===== src/design/scancode_set1_to_ascii_decoder_assert.svh =====
// Assertion macros used by the decoder's top-level file.
`ifndef SCANCODE_SET1_TO_ASCII_DECODER_ASSERT_SVH
`define SCANCODE_SET1_TO_ASCII_DECODER_ASSERT_SVH

`ifndef NO_ASSERTIONS

// Checked property, disabled while reset is asserted.
`define SC2A_ASSERT(lbl, clk_sig, rstn_sig, prop, msg) \
	lbl: assert property (@(posedge clk_sig) disable iff (!rstn_sig) prop) \
		else $error(msg);

// Checked property that also holds during reset.
`define SC2A_ASSERT_ALWAYS(lbl, clk_sig, prop, msg) \
	lbl: assert property (@(posedge clk_sig) prop) else $error(msg);

`else

`define SC2A_ASSERT(lbl, clk_sig, rstn_sig, prop, msg)
`define SC2A_ASSERT_ALWAYS(lbl, clk_sig, prop, msg)

`endif

`endif


===== src/design/sc2a_pkg.sv =====
package sc2a_pkg;

	localparam logic       OP_SCAN       = 1'b0;
	localparam logic       OP_READ       = 1'b1;

	localparam logic [7:0] PREFIX_BYTE   = 8'hE0;
	localparam logic [6:0] LSHIFT_MAKE   = 7'h2A;
	localparam logic [6:0] RSHIFT_MAKE   = 7'h36;
	localparam logic [6:0] CAPSLOCK_MAKE = 7'h3A;

	localparam logic [6:0] CHR_LOW_A     = 7'h61;
	localparam logic [6:0] CHR_LOW_Z     = 7'h7A;
	localparam logic [6:0] CHR_UP_A      = 7'h41;
	localparam logic [6:0] CHR_UP_Z      = 7'h5A;
	localparam logic [6:0] CASE_BIT      = 7'h20;

	// Keyboard state carried from one transaction to the next.
	typedef struct packed {
		logic       prefix;
		logic       shift;
		logic       caps;
		logic [6:0] held;
	} kbd_state_t;

	// One result transaction.
	typedef struct packed {
		logic       pending;
		logic       caps;
		logic       shift;
		logic [6:0] read_char;
	} result_t;

	function automatic logic [6:0] plain_char(input logic [6:0] code);
		logic [6:0] c;
		unique case (code)
			7'h01: c = 7'h1B;
			7'h02: c = 7'h31;
			7'h03: c = 7'h32;
			7'h04: c = 7'h33;
			7'h05: c = 7'h34;
			7'h06: c = 7'h35;
			7'h07: c = 7'h36;
			7'h08: c = 7'h37;
			7'h09: c = 7'h38;
			7'h0A: c = 7'h39;
			7'h0B: c = 7'h30;
			7'h0C: c = 7'h2D;
			7'h0D: c = 7'h3D;
			7'h0E: c = 7'h08;
			7'h0F: c = 7'h09;
			7'h10: c = 7'h71;
			7'h11: c = 7'h77;
			7'h12: c = 7'h65;
			7'h13: c = 7'h72;
			7'h14: c = 7'h74;
			7'h15: c = 7'h79;
			7'h16: c = 7'h75;
			7'h17: c = 7'h69;
			7'h18: c = 7'h6F;
			7'h19: c = 7'h70;
			7'h1A: c = 7'h5B;
			7'h1B: c = 7'h5D;
			7'h1C: c = 7'h0A;
			7'h1E: c = 7'h61;
			7'h1F: c = 7'h73;
			7'h20: c = 7'h64;
			7'h21: c = 7'h66;
			7'h22: c = 7'h67;
			7'h23: c = 7'h68;
			7'h24: c = 7'h6A;
			7'h25: c = 7'h6B;
			7'h26: c = 7'h6C;
			7'h27: c = 7'h3B;
			7'h28: c = 7'h27;
			7'h29: c = 7'h60;
			7'h2B: c = 7'h5C;
			7'h2C: c = 7'h7A;
			7'h2D: c = 7'h78;
			7'h2E: c = 7'h63;
			7'h2F: c = 7'h76;
			7'h30: c = 7'h62;
			7'h31: c = 7'h6E;
			7'h32: c = 7'h6D;
			7'h33: c = 7'h2C;
			7'h34: c = 7'h2E;
			7'h35: c = 7'h2F;
			7'h37: c = 7'h2A;
			7'h39: c = 7'h20;
			7'h4A: c = 7'h2D;
			7'h4E: c = 7'h2B;
			default: c = 7'h00;
		endcase
		return c;
	endfunction

	function automatic logic [6:0] shifted_char(input logic [6:0] code);
		logic [6:0] c;
		unique case (code)
			7'h01: c = 7'h1B;
			7'h02: c = 7'h21;
			7'h03: c = 7'h40;
			7'h04: c = 7'h23;
			7'h05: c = 7'h24;
			7'h06: c = 7'h25;
			7'h07: c = 7'h5E;
			7'h08: c = 7'h26;
			7'h09: c = 7'h2A;
			7'h0A: c = 7'h28;
			7'h0B: c = 7'h29;
			7'h0C: c = 7'h5F;
			7'h0D: c = 7'h2B;
			7'h0E: c = 7'h08;
			7'h0F: c = 7'h09;
			7'h10: c = 7'h51;
			7'h11: c = 7'h57;
			7'h12: c = 7'h45;
			7'h13: c = 7'h52;
			7'h14: c = 7'h54;
			7'h15: c = 7'h59;
			7'h16: c = 7'h55;
			7'h17: c = 7'h49;
			7'h18: c = 7'h4F;
			7'h19: c = 7'h50;
			7'h1A: c = 7'h7B;
			7'h1B: c = 7'h7D;
			7'h1C: c = 7'h0A;
			7'h1E: c = 7'h41;
			7'h1F: c = 7'h53;
			7'h20: c = 7'h44;
			7'h21: c = 7'h46;
			7'h22: c = 7'h47;
			7'h23: c = 7'h48;
			7'h24: c = 7'h4A;
			7'h25: c = 7'h4B;
			7'h26: c = 7'h4C;
			7'h27: c = 7'h3A;
			7'h28: c = 7'h22;
			7'h29: c = 7'h7E;
			7'h2B: c = 7'h7C;
			7'h2C: c = 7'h5A;
			7'h2D: c = 7'h58;
			7'h2E: c = 7'h43;
			7'h2F: c = 7'h56;
			7'h30: c = 7'h42;
			7'h31: c = 7'h4E;
			7'h32: c = 7'h4D;
			7'h33: c = 7'h3C;
			7'h34: c = 7'h3E;
			7'h35: c = 7'h3F;
			7'h37: c = 7'h2A;
			7'h39: c = 7'h20;
			7'h4A: c = 7'h2D;
			7'h4E: c = 7'h2B;
			default: c = 7'h00;
		endcase
		return c;
	endfunction

endpackage


===== src/design/sc2a_decode.sv =====
// Next-state and result logic for one transaction.
module sc2a_decode (
	input  logic                opcode,
	input  logic [7:0]          scan_byte,
	input  logic                input_enable,
	input  sc2a_pkg::kbd_state_t cur,
	output sc2a_pkg::kbd_state_t nxt,
	output sc2a_pkg::result_t   res
);

	logic       rel;
	logic [6:0] code;
	logic [6:0] looked_up;
	logic [6:0] ch;

	assign rel  = scan_byte[7];
	assign code = scan_byte[6:0];

	always_comb begin
		looked_up = cur.shift ? sc2a_pkg::shifted_char(code) : sc2a_pkg::plain_char(code);
		ch = looked_up;
		// Caps lock swaps the case of letters only.
		if (cur.caps && (((looked_up >= sc2a_pkg::CHR_LOW_A) && (looked_up <= sc2a_pkg::CHR_LOW_Z))
				|| ((looked_up >= sc2a_pkg::CHR_UP_A) && (looked_up <= sc2a_pkg::CHR_UP_Z)))) begin
			ch = looked_up ^ sc2a_pkg::CASE_BIT;
		end
	end

	always_comb begin
		nxt           = cur;
		res.read_char = 7'd0;
		if (opcode == sc2a_pkg::OP_READ) begin
			res.read_char = cur.held;
			nxt.held      = 7'd0;
		end else if (scan_byte == sc2a_pkg::PREFIX_BYTE) begin
			nxt.prefix = 1'b1;
		end else if (cur.prefix) begin
			nxt.prefix = 1'b0;
		end else if ((code == sc2a_pkg::LSHIFT_MAKE) || (code == sc2a_pkg::RSHIFT_MAKE)) begin
			nxt.shift = !rel;
		end else if (!rel && (code == sc2a_pkg::CAPSLOCK_MAKE)) begin
			nxt.caps = !cur.caps;
		end else if (!rel && input_enable && (ch != 7'd0)) begin
			nxt.held = ch;
		end
		res.shift   = nxt.shift;
		res.caps    = nxt.caps;
		res.pending = (nxt.held != 7'd0);
	end

endmodule


===== src/design/scancode_set1_to_ascii_decoder.sv =====
// An input transaction is registered in the input stage, then moves into the result register on the master side.
// Throughput: one transaction per cycle while a waiting result is not stalled by m_tready low.
// The input register refills while a finished result waits for the consumer.
// Reset (arst_n low, asynchronous): all keyboard state, the held character,
// input_enable and both valid flags clear to zero.
`include "scancode_set1_to_ascii_decoder_assert.svh"

module scancode_set1_to_ascii_decoder (
	input  logic        clk,
	input  logic        arst_n,

	// Configuration: input_enable register.
	input  logic        cfg_wr_en,
	input  logic        cfg_wr_data,

	// Input stream.
	input  logic        s_tvalid,
	output logic        s_tready,
	input  logic [7:0]  s_tdata,   // [7:0] scan_byte
	input  logic        s_tuser,   // [0] opcode (0 = scan byte, 1 = read and clear)

	// Result stream.
	output logic        m_tvalid,
	input  logic        m_tready,
	output logic [15:0] m_tdata    // [6:0] read_char, [7] shift_held, [8] caps_active,
	                               // [9] char_pending, [15:10] zero
);

	// Input register stage.
	logic                 valid_s1;
	logic                 opcode_s1;
	logic [7:0]           byte_s1;

	// Architectural state.
	logic                 enable_q;
	sc2a_pkg::kbd_state_t kbd_q;
	sc2a_pkg::kbd_state_t kbd_nxt;

	// Result register.
	logic                 out_valid_q;
	sc2a_pkg::result_t    res_q;
	sc2a_pkg::result_t    res_nxt;

	logic                 advance;

	// The stage-1 item moves into the result register whenever that register is
	// empty or its content is being taken in this cycle. Keyboard state updates
	// on the same edge, so the next item always sees the state this one leaves.
	assign advance  = valid_s1 && (!out_valid_q || m_tready);
	assign s_tready = !valid_s1 || advance;

	always_ff @(posedge clk or negedge arst_n) begin
		if (!arst_n) begin
			valid_s1 <= 1'b0;
		end else if (s_tready) begin
			valid_s1 <= s_tvalid;
		end
	end

	always_ff @(posedge clk) begin
		if (s_tready && s_tvalid) begin
			opcode_s1 <= s_tuser;
			byte_s1   <= s_tdata;
		end
	end

	sc2a_decode u_decode (
		.opcode       (opcode_s1),
		.scan_byte    (byte_s1),
		.input_enable (enable_q),
		.cur          (kbd_q),
		.nxt          (kbd_nxt),
		.res          (res_nxt)
	);

	// A configuration write of 1 also clears the held character. The user must write only while the block
	// is idle, so writes never meet an advancing item; the block itself does not enforce this.
	always_ff @(posedge clk or negedge arst_n) begin
		if (!arst_n) begin
			enable_q <= 1'b0;
			kbd_q    <= '0;
		end else begin
			if (advance) begin
				kbd_q <= kbd_nxt;
			end
			if (cfg_wr_en) begin
				enable_q <= cfg_wr_data;
				if (cfg_wr_data) begin
					kbd_q.held <= 7'd0;
				end
			end
		end
	end

	always_ff @(posedge clk or negedge arst_n) begin
		if (!arst_n) begin
			out_valid_q <= 1'b0;
		end else if (advance) begin
			out_valid_q <= 1'b1;
		end else if (m_tready) begin
			out_valid_q <= 1'b0;
		end
	end

	always_ff @(posedge clk) begin
		if (advance) begin
			res_q <= res_nxt;
		end
	end

	assign m_tvalid = out_valid_q;
	assign m_tdata  = {6'd0, res_q};

	// A read leaves nothing held behind it.
	`SC2A_ASSERT(a_read_clears, clk, arst_n, (advance && (opcode_s1 == sc2a_pkg::OP_READ)) |=> (kbd_q.held == 7'd0), "read did not clear held character")
	// A returned character means the hold register was just emptied.
	`SC2A_ASSERT(a_read_not_pending, clk, arst_n, (m_tvalid && (m_tdata[6:0] != 7'd0)) |-> !m_tdata[9], "read result still reports a pending character")
	// Input back-pressure only when both stages are occupied.
	`SC2A_ASSERT_ALWAYS(a_stall_full, clk, !s_tready |-> (valid_s1 && out_valid_q), "input stalled with a free stage")
	// Enabling input clears the held character.
	`SC2A_ASSERT(a_enable_clears, clk, arst_n, (cfg_wr_en && cfg_wr_data) |=> (kbd_q.held == 7'd0), "enable write did not clear held character")

endmodule

===== config.mk =====
export PLATFORM = sky130hd
export DESIGN_NAME = scancode_set1_to_ascii_decoder
export DESIGN_NICKNAME = d
export VERILOG_FILES = /design/src/design/sc2a_pkg.sv /design/src/design/sc2a_decode.sv /design/src/design/scancode_set1_to_ascii_decoder.sv
export VERILOG_INCLUDE_DIRS = /design/src /design/src/design
export SDC_FILE = /design/constraint.sdc
export NUM_CORES = 1
export LEC_CHECK = 0
export BUFFER_PORTS_ARGS = -buffer_cell sky130_fd_sc_hd__buf_2
export CORE_ASPECT_RATIO = 1.4
export CORE_MARGIN = 2
export CORE_UTILIZATION = 49
export DETAILED_ROUTE_END_ITERATION = 8
export GPL_TIMING_DRIVEN = 0
export PLACE_DENSITY = 0.68
export SETUP_SLACK_MARGIN = 0.3
export SLEW_MARGIN = 20
export SYNTH_ARGS = -nofsm -noshare
export SYNTH_HDL_FRONTEND = slang
export SYNTH_SLANG_ARGS = --single-unit

===== constraint.sdc =====
create_clock -name clk -period 4.4 [get_ports clk]
set_clock_uncertainty 0.1 [all_clocks]
set_input_delay 0.66 -clock clk [delete_from_list [all_inputs] [get_ports clk]]
set_output_delay 0.66 -clock clk [all_outputs]
set_load 0.05 [all_outputs]

==> results.sh <==
export IMPL_layout_drive_gt1_share_pct=21.2
export IMPL_avgRoutedWirePerCell_um=20.7
export IMPL_synth_largest_area_cell="sky130_fd_sc_hd__edfxtp_1"
export IMPL_rows=37
export IMPL_floorplan_die_width_um=78.1
export IMPL_critPathLaunchType="flip-flop"
export IMPL_postRouteAntennaNets=0
export IMPL_worst_setup_ep_type="flip-flop"
export IMPL_clock_sinks=46
export IMPL_timing_max_cap_violations=0
export IMPL_worst_skew_pair_late_latency_ns=0.31
export IMPL_die_area_um2=8400
export IMPL_yosysWarnings=0
export IMPL_pin_count_of_the_biggest_net_entering_global_routing=16
export IMPL_synth_top_area_share_pct=15.2
export IMPL_groute_usage_overall_pct=27.4
export IMPL_design_power_total_w=0.00148
export IMPL_synth_area_per_cell_um2=9.13
export IMPL_detailroute_via_count=3532
export IMPL_synthFlopType="sky130_fd_sc_hd__edfxtp_1"
export IMPL_tritoncts="done"
export IMPL_gp_routability_congestion=0.987
export IMPL_n_antenna_cell=0
export IMPL_antenna_found_initial=0
export IMPL_ys_seq_elements=46
export IMPL_met2_wirelength_um=5730
export IMPL_synthesis_instances=412
export IMPL_drt_first_iter_violations=218
export IMPL_layout_area_overhead_vs_synth_pct=9.44
export IMPL_seq_area_frac_synth_pct=31.3
export IMPL_setup_repair_after_global_routing_missed_its_margin="false"
export IMPL_final_max_slew_viol_count=0
export IMPL_die_height_um=108
export IMPL_timing_final_setup_violations=0
export IMPL_nNetsFinal=473
export IMPL_worst_hold_slack_ns=0.132
export IMPL_number_of_buffers_added_by_the_clock_tree_synthesis_step=5
export IMPL_worstMarginPinSlew_ns=0.702
export IMPL_maximum_fanout_along_the_worst_path=15
export IMPL_clk_pin_slew_worst_setup_hold_paths_ns=0.08
export IMPL_number_of_hold_buffers_added_after_cts=0
export IMPL_wirelength_um=11300
export IMPL_arrival_time_reported_for_the_critical_path_endpoint_ns=3.25
export IMPL_ios=33
export IMPL_first_global_vias=3430
export IMPL_synth_most_common_cell="sky130_fd_sc_hd__nand2_1"
export IMPL_dp_hpwl_um=8510
export IMPL_slew_headroom_pct=52.3
export IMPL_vias_per_cell=6.48
export IMPL_top_layer="met4"
export IMPL_setup_total_negative_slack_ns=0
export IMPL_period_needed_ns=3.15
export IMPL_route_detailed_drc=0
export IMPL_achievable_frequency_mhz=318
export IMPL_post_cts_buffers=0
export IMPL_power_density_nw_per_um2=359
export IMPL_netlist_area_um2=3760
export IMPL_outcome="complete, no violations"
export IMPL_floorplan_initialDensity_pct=50.8
export IMPL_synthArstFlopShare_pct=28.3
export IMPL_number_of_enable_flip_flop_cells_after_synthesis=19
export IMPL_ir_worst_vdd_uv=210
export IMPL_post_cts_resize_count=0
export IMPL_required_ns=4.50
export IMPL_drt_met1_wl_um=4270
export IMPL_final_hold_viol_count=0
export IMPL_cts_buffer_depth=2
export IMPL_port_buffer_count=23
export IMPL_synth_area_top_cells="sky130_fd_sc_hd__edfxtp_1, sky130_fd_sc_hd__dfrtp_1, sky130_fd_sc_hd__dfxtp_1, sky130_fd_sc_hd__ha_1, sky130_fd_sc_hd__nand2_1"
export IMPL_cts_htree_levels=2
export IMPL_dr_wl_met3_um=678
export IMPL_cts_root_buf="sky130_fd_sc_hd__clkbuf_8"
export IMPL_synth_commonest_cells="sky130_fd_sc_hd__nand2_1, sky130_fd_sc_hd__o21ai_0, sky130_fd_sc_hd__a21oi_1"
export IMPL_timing_final_crit_share_pct=71.6
export IMPL_criticalPathCategory="reg2reg"
export IMPL_hold_class="in2async"
export IMPL_grt_ovfl_total=0
export IMPL_core_area_um2=7410
export IMPL_p_leak_nw=1.66
export IMPL_drt_first_pass_iters=5
export IMPL_post_synth_num_cell_types=77
export IMPL_grt_first_pass_wirelength_um=17900
-- final timing paths --
check                            from          to  slack, ns  cells past startpoint
hold reg to reg              enable_q    enable_q       0.44                      1
setup / recovery             m_tvalid   flip-flop       1.25                     11
setup reg to reg             m_tvalid   flip-flop       1.25                     11
hold / removal                 arst_n    m_tvalid       0.13                      1
max in group asynchronous      arst_n    kbd_q[1]       3.83                      1
min in group clk           s_tdata[7]  byte_s1[7]       0.42                      1
-- report_power, final --
| group | internal [W] | total (W) | switching [W] |
|---|---|---|---|
| clock network | 0.000141 | 0.000281 | 0.000140 |
| logic | 0.000247 | 0.000664 | 0.000417 |
| registers | 0.000500 | 0.000532 | 0.0000319 |
-- critical path, stage by stage, from the launching register on --
cell                       delay [ns]
sky130_fd_sc_hd__dfrtp_1         0.45
sky130_fd_sc_hd__and3b_1         0.22
sky130_fd_sc_hd__buf_6           0.14
sky130_fd_sc_hd__buf_6           0.15
sky130_fd_sc_hd__o211ai_4        0.20
sky130_fd_sc_hd__buf_4           0.26
sky130_fd_sc_hd__ha_1            0.40
sky130_fd_sc_hd__inv_1           0.20
sky130_fd_sc_hd__mux2i_1         0.21
sky130_fd_sc_hd__mux2i_1         0.15
sky130_fd_sc_hd__a21o_1          0.23
sky130_fd_sc_hd__a221oi_2        0.32
-- area by class of cell --
type                       instances  area, um2
timing repair buffer              23        115
inverter                          13       48.8
multi-input combinational        319       2280
tap                               97        121
clock inverter                     1       3.75
fill                             714       3290
sequential                        46       1180
clock buffer                       7       96.3
buffer                            39        277
-- per-layer routing --
metal  up-vias  GRT usage, %
met5         -             0
met4         0          16.4
met3        45          3.36
met2       176          48.8
met1      1675          30.9
li1       1636             -
-- stage by stage --
stage          instances  instance area [um2]  utilization, %  setup WS (ns)
3_5_place_dp         537                 4020            54.2           1.07
2_1_floorplan        417                 3780               -           1.58
4_1_cts              545                 4120            55.6           1.36
5_1_grt              545                 4120            55.6           1.17
6_report             545                 4120            55.6           1.25
3_3_place_gp         537                 4020            54.2           1.01
-- kinds of logic after synthesis --
| family | synth area share (%) |
|---|---|
| DFF | 31.3 |
| and+or+nand+nor | 18.5 |
| buffers and inverters | 8.65 |
| AOI/OAI and AO/OA | 30.5 |
| xor gates and xnor gates | 1.40 |
| adders and majority gates | 3.66 |
| other | 0.0997 |
| muxes | 5.92 |
-- cells in the final DEF (no fill, tap or decap), drive strengths merged, types with 9 or more instances in the layout --
master	Yosys	routed
dfxtp	14	14
dfrtp	13	13
a21o	10	10
edfxtp	19	19
o211ai	11	11
clkbuf	7	14
o21ai	27	27
a21oi	24	24
o31ai	9	9
a221oi	10	10
nor2	23	23
ha	11	11
mux2i	14	14
and2	9	9
inv	12	12
buf	32	55
nand2	35	35
(Power assumes the default switching activity.)
